**src/rtl/iase_pkg.sv**
```systemverilog
// Shared types, constants and arithmetic helpers for the infix add/sub evaluator.
package iase_pkg;

  localparam int VALUE_W          = 32;
  localparam int IASE_MAX_NESTING = 16;
  localparam int IASE_QUEUE_DEPTH = 4;

  localparam logic [VALUE_W-1:0] VALUE_SIGN = {1'b1, {(VALUE_W-1){1'b0}}};

  localparam logic [7:0] CH_ZERO  = 8'h30;
  localparam logic [7:0] CH_NINE  = 8'h39;
  localparam logic [7:0] CH_OPEN  = 8'h28;
  localparam logic [7:0] CH_CLOSE = 8'h29;
  localparam logic [7:0] CH_PLUS  = 8'h2b;
  localparam logic [7:0] CH_MINUS = 8'h2d;

  typedef enum logic [1:0] {
    ST_OK        = 2'd0,
    ST_UNMATCHED = 2'd1,
    ST_TOO_DEEP  = 2'd2,
    ST_OVERFLOW  = 2'd3
  } status_t;

  typedef enum logic [2:0] {
    K_OTHER = 3'd0,
    K_DIGIT = 3'd1,
    K_SIGN  = 3'd2,
    K_OPEN  = 3'd3,
    K_CLOSE = 3'd4
  } kind_t;

  typedef enum logic [2:0] {
    PH_MAIN = 3'b001,
    PH_POP  = 3'b010,
    PH_EMIT = 3'b100
  } phase_t;

  typedef struct packed {
    logic [7:0] char_code;
    logic       last_char;
  } in_word_t;

  typedef struct packed {
    logic signed [VALUE_W-1:0] value;
    logic [1:0]                status;
  } out_word_t;

  typedef struct packed {
    kind_t      kind;
    logic [3:0] digit;
    logic       neg;
    logic       last;
  } op_t;

  // returns {overflow, a + (neg ? -x : x)}
  function automatic logic [VALUE_W:0] add_signed(logic [VALUE_W-1:0] a,
                                                   logic [VALUE_W-1:0] x,
                                                   logic neg);
    logic [VALUE_W-1:0] b;
    logic [VALUE_W-1:0] r;
    logic [VALUE_W-1:0] t;
    logic               ov;
    b  = neg ? (~x + {{(VALUE_W-1){1'b0}}, 1'b1}) : x;
    r  = a + b;
    t  = (a ^ r) & (b ^ r);
    ov = (neg && (x == VALUE_SIGN)) || t[VALUE_W-1];
    return {ov, r};
  endfunction

  // returns {overflow, p * 10 + d}
  function automatic logic [VALUE_W:0] mul10_add(logic [VALUE_W-1:0] p, logic [3:0] d);
    logic [VALUE_W+3:0] t;
    logic               ov;
    t  = ({4'b0, p} << 3) + ({4'b0, p} << 1) + {{VALUE_W{1'b0}}, d};
    ov = |t[VALUE_W+3:VALUE_W-1];
    return {ov, t[VALUE_W-1:0]};
  endfunction

endpackage

```
**src/rtl/iase_ram.sv**
```systemverilog
// Generic single-write, single-read RAM with registered read data.
module iase_ram #(
  parameter int WIDTH = 8,
  parameter int DEPTH = 16,
  parameter int AW    = (DEPTH > 1) ? $clog2(DEPTH) : 1
) (
  input  logic             clk,
  input  logic             we,
  input  logic [AW-1:0]    waddr,
  input  logic [WIDTH-1:0] wdata,
  input  logic [AW-1:0]    raddr,
  output logic [WIDTH-1:0] rdata
);

  logic [WIDTH-1:0] mem [DEPTH];

  always_ff @(posedge clk) begin
    if (we) begin
      mem[waddr] <= wdata;
    end
    rdata <= mem[raddr];
  end

endmodule

```
**src/rtl/iase_front.sv**
```systemverilog
// Front stage: accepts characters and classifies them into execution ops.
module iase_front import iase_pkg::*; (
  input  logic     clk,
  input  logic     rst_n,
  input  logic     in_valid,
  output logic     in_stall,
  input  in_word_t in_data,
  output logic     op_valid,
  input  logic     op_ready,
  output op_t      op
);

  logic valid_r, valid_nxt;
  op_t  op_r, op_nxt;
  op_t  cls;

  always_comb begin
    cls.kind  = K_OTHER;
    cls.digit = 4'(in_data.char_code - CH_ZERO);
    cls.neg   = (in_data.char_code == CH_MINUS);
    cls.last  = in_data.last_char;
    if (in_data.char_code inside {[CH_ZERO:CH_NINE]}) begin
      cls.kind = K_DIGIT;
    end else if (in_data.char_code inside {CH_PLUS, CH_MINUS}) begin
      cls.kind = K_SIGN;
    end else if (in_data.char_code == CH_OPEN) begin
      cls.kind = K_OPEN;
    end else if (in_data.char_code == CH_CLOSE) begin
      cls.kind = K_CLOSE;
    end
  end

  assign in_stall = valid_r && !op_ready;

  always_comb begin
    valid_nxt = valid_r;
    op_nxt    = op_r;
    if (!in_stall) begin
      valid_nxt = in_valid;
      op_nxt    = cls;
    end
  end

  always_ff @(posedge clk) begin
    if (!rst_n) begin
      valid_r <= 1'b0;
    end else begin
      valid_r <= valid_nxt;
    end
    op_r <= op_nxt;
  end

  assign op_valid = valid_r;
  assign op       = op_r;

endmodule

```
**src/rtl/iase_queue.sv**
```systemverilog
// Short op queue between the front stage and the execution unit.
module iase_queue import iase_pkg::*; #(
  parameter int DEPTH = IASE_QUEUE_DEPTH
) (
  input  logic clk,
  input  logic rst_n,
  input  logic push_valid,
  output logic push_ready,
  input  op_t  push_op,
  output logic head_valid,
  output op_t  head_op,
  input  logic pop
);

  localparam int PW = (DEPTH > 1) ? $clog2(DEPTH) : 1;
  localparam int CW = $clog2(DEPTH + 1);
  localparam logic [PW-1:0] LAST_PTR = PW'(DEPTH - 1);

  op_t           entries_r [DEPTH];
  logic [PW-1:0] wr_ptr_r, wr_ptr_nxt;
  logic [PW-1:0] rd_ptr_r, rd_ptr_nxt;
  logic [CW-1:0] count_r, count_nxt;
  logic          do_push, do_pop;

  assign push_ready = (count_r != CW'(DEPTH));
  assign head_valid = (count_r != '0);
  assign head_op    = entries_r[rd_ptr_r];
  assign do_push    = push_valid && push_ready;
  assign do_pop     = pop && head_valid;

  always_comb begin
    wr_ptr_nxt = wr_ptr_r;
    rd_ptr_nxt = rd_ptr_r;
    count_nxt  = count_r;
    if (do_push) begin
      wr_ptr_nxt = (wr_ptr_r == LAST_PTR) ? '0 : wr_ptr_r + PW'(1);
    end
    if (do_pop) begin
      rd_ptr_nxt = (rd_ptr_r == LAST_PTR) ? '0 : rd_ptr_r + PW'(1);
    end
    if (do_push && !do_pop) begin
      count_nxt = count_r + CW'(1);
    end else if (!do_push && do_pop) begin
      count_nxt = count_r - CW'(1);
    end
  end

  always_ff @(posedge clk) begin
    if (!rst_n) begin
      wr_ptr_r <= '0;
      rd_ptr_r <= '0;
      count_r  <= '0;
    end else begin
      wr_ptr_r <= wr_ptr_nxt;
      rd_ptr_r <= rd_ptr_nxt;
      count_r  <= count_nxt;
    end
    if (do_push) begin
      entries_r[wr_ptr_r] <= push_op;
    end
  end

endmodule

```
**src/rtl/iase_back.sv**
```systemverilog
// Execution unit: running total, pending number, paren stack and result register.
module iase_back import iase_pkg::*; #(
  parameter int MAX_NESTING = IASE_MAX_NESTING
) (
  input  logic      clk,
  input  logic      rst_n,
  input  logic      op_valid,
  input  op_t       op,
  output logic      op_pop,
  output logic      out_valid,
  input  logic      out_stall,
  output out_word_t out_data
);

  localparam int LW = $clog2(MAX_NESTING + 1);
  localparam int AW = (MAX_NESTING > 1) ? $clog2(MAX_NESTING) : 1;
  localparam int SW = VALUE_W + 1;

  logic [VALUE_W-1:0] total_r, total_nxt;
  logic [VALUE_W-1:0] pend_r, pend_nxt;
  logic               neg_r, neg_nxt;
  logic [LW-1:0]      level_r, level_nxt;
  logic [1:0]         sticky_r, sticky_nxt;
  phase_t             phase_r, phase_nxt;
  logic               out_valid_r, out_valid_nxt;
  out_word_t          out_data_r, out_data_nxt;

  logic               ram_we;
  logic [SW-1:0]      ram_wdata, ram_rdata;
  logic [AW-1:0]      ram_waddr, ram_raddr;
  logic [LW-1:0]      level_dec;
  logic [VALUE_W:0]   fold_res, pop_res, dig_res;
  logic [1:0]         code;
  logic               out_free;

  assign level_dec = level_r - LW'(1);
  assign ram_raddr = level_dec[AW-1:0];
  assign ram_waddr = level_r[AW-1:0];
  assign ram_wdata = {total_r, neg_r};

  iase_ram #(.WIDTH(SW), .DEPTH(MAX_NESTING), .AW(AW)) u_stack (
    .clk   (clk),
    .we    (ram_we),
    .waddr (ram_waddr),
    .wdata (ram_wdata),
    .raddr (ram_raddr),
    .rdata (ram_rdata)
  );

  assign fold_res = add_signed(total_r, pend_r, neg_r);
  assign pop_res  = add_signed(ram_rdata[SW-1:1], total_r, ram_rdata[0]);
  assign dig_res  = mul10_add(pend_r, op.digit);
  assign out_free = !out_valid_r || !out_stall;

  always_comb begin
    total_nxt     = total_r;
    pend_nxt      = pend_r;
    neg_nxt       = neg_r;
    level_nxt     = level_r;
    sticky_nxt    = sticky_r;
    phase_nxt     = phase_r;
    out_data_nxt  = out_data_r;
    out_valid_nxt = out_valid_r && out_stall;
    ram_we        = 1'b0;
    op_pop        = 1'b0;
    code          = ST_OK;
    if (op_valid) begin
      case (phase_r)
        PH_MAIN: begin
          case (op.kind)
            K_DIGIT: begin
              pend_nxt = dig_res[VALUE_W-1:0];
              if (dig_res[VALUE_W]) code = ST_OVERFLOW;
            end
            K_SIGN, K_CLOSE: begin
              total_nxt = fold_res[VALUE_W-1:0];
              pend_nxt  = '0;
              if (fold_res[VALUE_W]) code = ST_OVERFLOW;
              if (op.kind == K_SIGN) neg_nxt = op.neg;
            end
            K_OPEN: begin
              if (level_r < LW'(MAX_NESTING)) begin
                ram_we    = 1'b1;
                level_nxt = level_r + LW'(1);
                total_nxt = '0;
                neg_nxt   = 1'b0;
              end else begin
                code = ST_TOO_DEEP;
              end
            end
            default: begin
            end
          endcase
          if (op.kind == K_CLOSE) begin
            phase_nxt = PH_POP;
          end else if (op.last) begin
            phase_nxt = PH_EMIT;
          end else begin
            op_pop = 1'b1;
          end
        end
        PH_POP: begin
          if (level_r != '0) begin
            level_nxt = level_dec;
            total_nxt = pop_res[VALUE_W-1:0];
            if (pop_res[VALUE_W]) code = ST_OVERFLOW;
          end else begin
            code = ST_UNMATCHED;
          end
          if (op.last) begin
            phase_nxt = PH_EMIT;
          end else begin
            phase_nxt = PH_MAIN;
            op_pop    = 1'b1;
          end
        end
        PH_EMIT: begin
          if (out_free) begin
            out_valid_nxt       = 1'b1;
            out_data_nxt.value  = fold_res[VALUE_W-1:0];
            out_data_nxt.status = (sticky_r != ST_OK) ? sticky_r :
                                  (fold_res[VALUE_W] ? ST_OVERFLOW : ST_OK);
            phase_nxt           = PH_MAIN;
            op_pop              = 1'b1;
          end
        end
        default: begin
          phase_nxt = PH_MAIN;
        end
      endcase
    end
    if (code != ST_OK && sticky_r == ST_OK) begin
      sticky_nxt = code;
    end
    if (op_valid && phase_r == PH_EMIT && out_free) begin
      total_nxt  = '0;
      pend_nxt   = '0;
      neg_nxt    = 1'b0;
      level_nxt  = '0;
      sticky_nxt = ST_OK;
    end
  end

  always_ff @(posedge clk) begin
    if (!rst_n) begin
      total_r     <= '0;
      pend_r      <= '0;
      neg_r       <= 1'b0;
      level_r     <= '0;
      sticky_r    <= ST_OK;
      phase_r     <= PH_MAIN;
      out_valid_r <= 1'b0;
    end else begin
      total_r     <= total_nxt;
      pend_r      <= pend_nxt;
      neg_r       <= neg_nxt;
      level_r     <= level_nxt;
      sticky_r    <= sticky_nxt;
      phase_r     <= phase_nxt;
      out_valid_r <= out_valid_nxt;
    end
    out_data_r <= out_data_nxt;
  end

  assign out_valid = out_valid_r;
  assign out_data  = out_data_r;

endmodule

```
**src/rtl/infix_add_sub_evaluator.sv**
```systemverilog
// Infix add/subtract expression evaluator with parentheses, top level.
// One ASCII character is taken per word; digits, '+', '-', '(' and ')' act and every
// other byte is skipped. The word flagged last_char yields one result word holding the
// 32-bit wrapped value and a sticky status (first error wins), after which all state
// clears for the next expression. The execution unit handles one character per cycle
// unless an output stall holds it; a ')' adds a paren stack pop step and the final
// character adds a result fold step. A queue of QUEUE_DEPTH ops between the classifying
// front stage and the execution unit absorbs those extra steps and output stalls. The
// last character goes through the front stage register and the queue, and the result
// word is registered at the fold step, after any ops queued ahead of it or output stalls.
// The paren stack holds MAX_NESTING levels; deeper '(' are dropped and flagged.
module infix_add_sub_evaluator import iase_pkg::*; #(
  parameter int MAX_NESTING = IASE_MAX_NESTING,
  parameter int QUEUE_DEPTH = IASE_QUEUE_DEPTH
) (
  input  logic      clk,
  input  logic      rst_n,
  input  logic      in_valid,
  output logic      in_stall,
  input  in_word_t  in_data,
  output logic      out_valid,
  input  logic      out_stall,
  output out_word_t out_data
);

  logic front_valid, queue_ready, head_valid, head_pop;
  op_t  front_op, head_op;

  iase_front u_front (
    .clk      (clk),
    .rst_n    (rst_n),
    .in_valid (in_valid),
    .in_stall (in_stall),
    .in_data  (in_data),
    .op_valid (front_valid),
    .op_ready (queue_ready),
    .op       (front_op)
  );

  iase_queue #(.DEPTH(QUEUE_DEPTH)) u_queue (
    .clk        (clk),
    .rst_n      (rst_n),
    .push_valid (front_valid),
    .push_ready (queue_ready),
    .push_op    (front_op),
    .head_valid (head_valid),
    .head_op    (head_op),
    .pop        (head_pop)
  );

  iase_back #(.MAX_NESTING(MAX_NESTING)) u_back (
    .clk       (clk),
    .rst_n     (rst_n),
    .op_valid  (head_valid),
    .op        (head_op),
    .op_pop    (head_pop),
    .out_valid (out_valid),
    .out_stall (out_stall),
    .out_data  (out_data)
  );

endmodule
```
**config.mk**
```make
export PLATFORM = sky130hd
export DESIGN_NAME = infix_add_sub_evaluator
export DESIGN_NICKNAME = d
export VERILOG_FILES = /design/src/rtl/iase_pkg.sv /design/src/rtl/iase_ram.sv /design/src/rtl/iase_front.sv /design/src/rtl/iase_queue.sv /design/src/rtl/iase_back.sv /design/src/rtl/infix_add_sub_evaluator.sv
export SDC_FILE = /design/constraint.sdc
export NUM_CORES = 1
export LEC_CHECK = 0
export ABC_AREA = 1
export BUFFER_PORTS_ARGS = -buffer_cell sky130_fd_sc_hd__buf_2
export CORE_MARGIN = 4
export CORE_UTILIZATION = 55
export DETAILED_ROUTE_END_ITERATION = 6
export PLACE_DENSITY = 0.74
export SYNTH_ARGS = -nofsm -noshare
export SYNTH_HDL_FRONTEND = slang
export SYNTH_HIERARCHICAL = 1
export SYNTH_SLANG_ARGS = --single-unit
```
**constraint.sdc**
```tcl
create_clock -name clk -period 3.55 [get_ports clk]
set_clock_uncertainty 0.1 [all_clocks]
set_input_delay 0.71 -clock clk [delete_from_list [all_inputs] [get_ports clk]]
set_output_delay 0.71 -clock clk [all_outputs]
set_load 0.05 [all_outputs]
```
==> flow_summary_export.csv, run 1 <==
group,metric,value,unit
power_and_ir_drop,power,43.1,mW
drt,drc,0,
drt,firstDrtPassIters,5,
power_and_ir_drop,p_seq_share,26.2,%
sta,worst_pin_slew,1.10,ns
clock_tree,clkLatencyLatePin,0.64,ns
logic_synthesis,yosysUniqueCellTypes,58,
grt,grt_max_degree,206,
floorplanning,die_h,269,microns
worst_hold_path,min_path_cells,1,
critical_path,critPathLaunch,"u_back/total_r[1]",
clock_tree,cts_buffer_depth,3,
clock_tree,cts_root_buffer,"clkbuf_16",
floorplanning,die-area,0.0723,sq mm
logic_synthesis,synth_top_cell_by_area,"edfxtp_1",
logic_synthesis,synth_edf_count,607,
power_and_ir_drop,swShare,43.9,%
power_and_ir_drop,comb_power_share,55.4,%
logic_synthesis,yosysSeqAreaShare,55.0,%
drt,num_vias,30200,
sta,fmax,258,MHz
sta,setup_violations,19,
grt,grt_overflow,0,
critical_path,required,3.98,ns
status,violations,"negative setup slack",
floorplanning,core,0.0673,sq mm
clock_tree,clock_sinks,726,
placement,placed_cells,5353,
clock_tree,cts_buffers,75,
placement,place_hpwl,63.8,mm
critical_path,rrSetupSlack,-0.32,ns
grt,grt_pass1_wl,156,mm
logic_synthesis,synth-seq-cells,726,
worst_hold_path,hp-class,"in2reg",
floorplanning,rows,95,
grt,antenna_found_initial,0,
clock_tree,clk_pin_slew_worst_paths,0.06,ns
finish,fin_util,66.5,%
logic_synthesis,synthCells,4242,
sta,fin_ws,-0.323,ns
sta,finalCriticalPeriod,3.87,ns
logic_synthesis,synth.area.top_cells,"edfxtp_1 (49%), nand2_1 (12%), inv_1 (6.8%)",
power_and_ir_drop,p_leak,20.6,nW
grt,grt_pass1_vias,29500,
logic_synthesis,syn-cell-area,0.0374,sq mm
clock_tree,htree_levels,3,
flow_run,maxCapViolations,0,
power_and_ir_drop,clock_power_share,18.4,%
sta,setup_tns,-3.36,ns
grt,track_usage,27.7,%
drt,first_iter_violations,2861,
finish,nets,4741,
status,status,"finished with violations",
floorplanning,ios,49,
power_and_ir_drop,intPower,24.2,mW
critical_path,worstRegToRegCells,24,
logic_synthesis,synth_nets,4397,
finish,fin_cells,5521,
sta,holdWs,0.173,ns
drt,viasPerCell,5.47,
critical_path,endpoint_kind,"register",
sta,hold_viol_final,0,
drt,ant_nets,0,
sta,max_slew_margin,26.7,%
critical_path,cp_max_fo,3,
drt,totalWireLength,101,mm
finish,area_growth,19.4,%
critical_path,worstPathArrival,4.30,ns
sta,final_max_slew_viol_count,0,
floorplanning,die_w,269,microns
logic_synthesis,ys_async_sr_fraction,0,%
sta,finalCritPeriodShare,109,%
placement,portBuffers,48,
clock_tree,cts_tree,"yes",
floorplanning,initial_utilization,55.7,%
logic_synthesis,yosysTopAreaCellShare,48.7,%
placement,place_congestion,0.932,
clock_tree,cts_hold_buffers,0,
critical_path,r2r_start,"u_back/total_r[1]",
worst_hold_path,hold_start,"in_data[0]",
drt,wl_per_cell,18.3,microns
power_and_ir_drop,max-vdd-ir-drop,0.747,mV
logic_synthesis,ys_warn_count,6,
finish,layout-drive-gt1-share,16.2,%
critical_path,critPathLaunchType,"register",
critical_path,critPathKind,"reg2reg",
power_and_ir_drop,power_density,964,mW/mm^2
critical_path,r2r-end,"u_back/total_r[29]",
worst_hold_path,hold-path-endpoint,"u_front/op[0]",
logic_synthesis,avgSynthCellArea,8.83,sq um
logic_synthesis,ys.flop_type,"edfxtp_1",
sta,rsz0062_at_grt,"true",
power_and_ir_drop,p_switching,18.9,mW
-- cell usage in the layout (no fill, tap or decap), types with 19 or more instances in the layout --
cell	netlist	layout
inv_1	682	667
xor2_1	77	71
inv_2	12	21
nor2_4	1	26
buf_4	9	319
buf_2	78	48
edfxtp_1	607	607
nand3_1	490	475
a21oi_1	188	156
buf_12	0	28
clkbuf_16	0	75
ha_1	137	133
a21oi_2	1	32
o21ai_0	116	92
dfxtp_1	119	113
nor3_1	27	19
nand2_2	3	27
nand2_1	1203	1172
xnor2_1	26	22
nor2_1	227	194
-- worst max-delay path, stage by stage (launching register included) --
cell and delay [ns]:
dfxtp_2 0.32, inv_2 0.08, ha_4 0.15, inv_4 0.04, nor3_4 0.14, nand2_2 0.10
nor3_4 0.16, nand4_1 0.16, nor2_2 0.17, buf_4 0.14, buf_6 0.10, a21oi_2 0.05
xor2_1 0.19, ha_1 0.37, nand2_2 0.09, buf_4 0.16, nor2_1 0.24, a21oi_2 0.13
buf_4 0.16, o221ai_2 0.26, a21oi_1 0.10, o21ai_1 0.16, nand3_1 0.11, nand2_1 0.07
inv_1 0.04
-- power by group through the flow --
stage                     clock (mW)  sequential, mW  combinational, mW
final                           7.94            11.3               23.9
after global routing            8.43            11.3               26.0
after CTS                       8.04            11.2               22.0
after detailed placement           0            11.4               20.9
after global placement             0            11.4               20.7
after floorplan                    0            11.7               12.4
-- how the worst max path moves through the flow --
stage / end / slack [ns] / cells after the start
2_1_floorplan: u_back/u_stack/mem[12][0] / -0.26 / 13
3_3_place_gp: u_back/sticky_r[0] / -0.59 / 28
3_5_place_dp: u_back/sticky_r[0] / -0.68 / 28
4_1_cts: u_back/sticky_r[0] / -0.39 / 29
5_1_grt: u_back/sticky_r[1] / -0.58 / 28
6_report: u_back/total_r[29] / -0.32 / 24
-- Yosys cell counts (20+ instances only) --
cell and instances:
nand2_1 1203, inv_1 682, edfxtp_1 607, nand3_1 490
nor2_1 227, a21oi_1 188, ha_1 137, dfxtp_1 119
o21ai_0 116, buf_2 78, xor2_1 77, clkbuf_1 37
nor3_1 27, xnor2_1 26, a31oi_1 20
-- timing repair --
action,in CTS,in global routing
buffers inserted,14,16
setup endpoints to repair,35,329
resized for setup,102,136
pin swaps,55,65
-- registers in the layout, summed over array words and instances, names as in the netlist, 2 cells and up, named ones only --
register and cells:
u_back/u_stack/mem 528, u_queue/rd_ptr_r 2, u_back/pend_r 32, u_back/level_r 5, u_queue/wr_ptr_r 2, u_back/u_stack/rdata 33
u_back/total_r 32, u_queue/count_r 3, u_back/sticky_r 2, u_back/phase_r 3, u_back/out_data 34, u_queue/entries_r 36
u_front/op 9
-- final cells by class --
class | count | area (sq um)
sequential | 726 | 20600
multi-input combinational | 2679 | 14500
fill | 5208 | 22600
timing repair buffer | 409 | 3350
inverter | 695 | 2640
clock inverter | 42 | 482
tap | 873 | 1090
clock buffer | 96 | 2040
antenna | 1 | 2.50
-- per-stage QoR --
step	cell area, sq um	setup slack, ns
after detailed placement	41100	-0.683
final	44700	-0.323
after CTS	44100	-0.392
after global routing	44700	-0.585
after global placement	41100	-0.594
after floorplan	37500	-0.262
-- cell families (layout without fill, tap and decap cells) --
logic type / count (synthesis) / in the layout / share of synthesized area (%)
other: 0 / 1 / 0
AND/OR/NAND/NOR: 2015 / 2015 / 22.5
buffers and inverters: 837 / 1242 / 8.82
XOR/XNOR: 103 / 103 / 2.41
adder cells (fa/ha/maj): 142 / 142 / 4.85
flip-flops: 726 / 726 / 55.0
AO/OA/AOI/OAI: 419 / 419 / 6.37
-- routing by layer --
metal  wire [microns]  global-route usage (%)  vias to the layer above
met4             3650                    10.5                        0
met1            40200                    35.5                    14100
met3             8060                    4.64                      257
li1                 -                       -                    14600
met2            49100                    47.6                     1255
met5                0                       0                        -
(Power assumes the default switching activity.)
==> inputs of run 2 (changes only) <==
--- a/config.mk
+++ b/config.mk
@@ -5,8 +5,8 @@
 export SDC_FILE = /design/constraint.sdc
 export NUM_CORES = 1
 export LEC_CHECK = 0
-export ABC_AREA = 1
 export BUFFER_PORTS_ARGS = -buffer_cell sky130_fd_sc_hd__buf_2
+export CORE_ASPECT_RATIO = 0.75
 export CORE_MARGIN = 4
 export CORE_UTILIZATION = 55
 export DETAILED_ROUTE_END_ITERATION = 6
@@ -15,3 +15,4 @@
 export SYNTH_HDL_FRONTEND = slang
 export SYNTH_HIERARCHICAL = 1
 export SYNTH_SLANG_ARGS = --single-unit
+export TNS_END_PERCENT = 50
==> run 2 against run 1 <==
Net effect:
- highest routed layer unchanged
- worst setup slack worse by 0.84 ns
- the run still ends with negative setup slack left
- hold slack better by 0.013 ns
- register-to-register slack worse by 0.84 ns
- clock power is 4.4% lower
==> flow_summary_export.csv, run 2 <==
group,metric,value,unit
logic_synthesis,syn-cell-area,0.0334,sq mm
sta,fmax,212,MHz
placement,place_hpwl,57.8,mm
grt,grt_max_degree,91,
grt,grt_overflow,0,
finish,final_cell_mix,"edfxtp_1 (607), buf_4 (420), nand2_1 (133)",
grt,grt_pass1_vias,22500,
clock_tree,cts_buffers,71,
finish,layout-drive-gt1-share,34.2,%
logic_synthesis,ys_warn_count,6,
grt,grt_pass1_wl,136,mm
drt,wl_per_cell,24.9,microns
sta,worst_pin_slew,0.825,ns
drt,num_vias,22800,
clock_tree,cts_tree,"yes",
logic_synthesis,yosysSeqAreaShare,61.7,%
floorplanning,initial_utilization,56.1,%
finish,nets,2936,
drt,drc,0,
sta,final_max_slew_viol_count,0,
sta,hold_viol_final,0,
grt,track_usage,27.5,%
power_and_ir_drop,power,34.5,mW
logic_synthesis,yosysUniqueCellTypes,83,
critical_path,endpoint_kind,"register",
finish,area_growth,24.8,%
logic_synthesis,synth.most_common_cell,"edfxtp_1",
logic_synthesis,avgSynthCellArea,14.6,sq um
clock_tree,cts_root_buffer,"clkbuf_16",
logic_synthesis,synth_edf_count,607,
power_and_ir_drop,p_leak,16.3,nW
clock_tree,clk_pin_slew_worst_paths,0.07,ns
placement,portBuffers,48,
clock_tree,clkLatencyLatePin,0.63,ns
floorplanning,die-area,0.0648,sq mm
drt,firstDrtPassIters,5,
grt,antenna_found_initial,0,
logic_synthesis,synth-seq-cells,726,
sta,max_slew_margin,44.6,%
clock_tree,clock_sinks,726,
sta,setup_tns,-27.66,ns
critical_path,critPathKind,"reg2reg",
clock_tree,cts_buffer_depth,3,
critical_path,worstPathArrival,5.10,ns
critical_path,critPathLaunchType,"register",
finish,final_common_cell,"edfxtp_1",
logic_synthesis,yosys-top-cells-count,"edfxtp_1 (607), nand2_1 (147), nor2_1 (144)",
status,status,"finished with violations",
clock_tree,cts_hold_buffers,0,
sta,finalCritPeriodShare,133,%
logic_synthesis,ys_async_sr_fraction,0,%
floorplanning,rows,77,
floorplanning,core,0.0595,sq mm
drt,totalWireLength,90.4,mm
logic_synthesis,synth_top_cell_by_area,"edfxtp_1",
logic_synthesis,ys.flop_type,"edfxtp_1",
logic_synthesis,synthCells,2284,
sta,fin_ws,-1.17,ns
critical_path,worstRegToRegCells,17,
worst_hold_path,hp-class,"in2reg",
floorplanning,ios,49,
finish,largest-register,"u_back/u_stack/mem",
clock_tree,htree_levels,3,
floorplanning,die_w,293,microns
sta,rsz0062_at_grt,"true",
power_and_ir_drop,max-vdd-ir-drop,0.839,mV
finish,num_antenna_cells,0,
status,violations,"negative setup slack",
floorplanning,die_h,221,microns
drt,viasPerCell,6.29,
logic_synthesis,synth.area.top_cells,"edfxtp_1 (55%), mux4_2 (8.2%), dfxtp_1 (7.1%)",
critical_path,cp_max_fo,4,
placement,place_congestion,0.899,
drt,ant_nets,0,
worst_hold_path,min_path_cells,1,
critical_path,required,3.93,ns
logic_synthesis,synth_nets,2439,
finish,largest_reg_flops,528,
drt,first_iter_violations,2423,
sta,setup_violations,49,
logic_synthesis,yosysTopAreaCellShare,54.6,%
flow_run,maxCapViolations,0,
sta,finalCriticalPeriod,4.72,ns
power_and_ir_drop,power_density,827,mW/mm^2
==> run 2: area by class of cell <==
class                   instances  area [sq um]
clock buffers                  93          1920
multi-input cells            1430         13400
clock inverters                36           400
well taps                     790           988
fillers                      3879         17800
flip-flops and latches        726         20600
inverters                      35           141
repair buffers                517          4180
==> run 2: report_power, final <==
part	leakage, nW	internal [mW]	total, mW	switching, mW
clock	1.13	4.36	7.59	3.24
sequential	6.60	10.3	10.6	0.340
combinational	8.56	7.48	16.3	8.81
total	16.3	22.1	34.5	12.4
==> run 2: cells by family after synthesis <==
group	share of synthesized area [%]
compound gates	10.4
buf+inv	1.90
xor+xnor	4.04
mux	9.84
fa+ha+maj	5.43
flops	61.7
simple gates	6.70
==> run 2: metal layers <==
| layer | global-route usage [%] | wire length (microns) | vias to the layer above |
|---|---|---|---|
| li1 | - | - | 10100 |
| met1 | 41.6 | 38600 | 11500 |
| met2 | 41.2 | 41200 | 1095 |
| met3 | 5.11 | 8160 | 166 |
| met4 | 7.58 | 2440 | 0 |
| met5 | 0 | 0 | - |
==> run 2: stage by stage <==
stage / instance area, sq um / util, % / hold WS [ns] / worst slack (ns) / cells
2_1_floorplan: 33700 / - / 0.359 / -1.02 / 2284
3_3_place_gp: 38100 / 63.9 / 0.369 / -1.23 / 3463
3_5_place_dp: 38100 / 63.9 / 0.393 / -1.29 / 3463
4_1_cts: 40800 / 68.5 / 0.153 / -1.14 / 3601
5_1_grt: 41700 / 70.0 / 0.160 / -1.33 / 3627
6_report: 41700 / 70.0 / 0.186 / -1.17 / 3627
==> run 2: worst max-delay path, cell delays in order (launching register included) <==
cell and delay [ns]:
dfxtp_2 0.31, or4_4 0.53, or3_4 0.35, or3_4 0.34, or3_4 0.40, o41ai_4 0.24, xnor2_1 0.13, ha_1 0.38
nand2_2 0.11, nor4_4 0.20, o2111ai_2 0.19, a22o_1 0.26, o2111a_1 0.26, a211oi_2 0.20, buf_4 0.18, a21oi_4 0.04
o31ai_1 0.23, a31oi_1 0.11
==> run 2: what timing repair did <==
item                       4_1_cts  5_1_grt
gates resized for setup         85      155
pin swaps                       45       68
setup buffers                   12       26
setup endpoints to repair       60       63
==> run 2: worst paths after layout <==
path	startpoint	endpoint	slack, ns
max	u_back/pend_r[9]	u_back/sticky_r[1]	-1.17
min	in_data[0]	u_front/op[0]	0.19
max reg2reg	u_back/pend_r[9]	u_back/sticky_r[1]	-1.17
min reg2reg	u_back/level_r[1]	u_back/level_r[1]	0.40
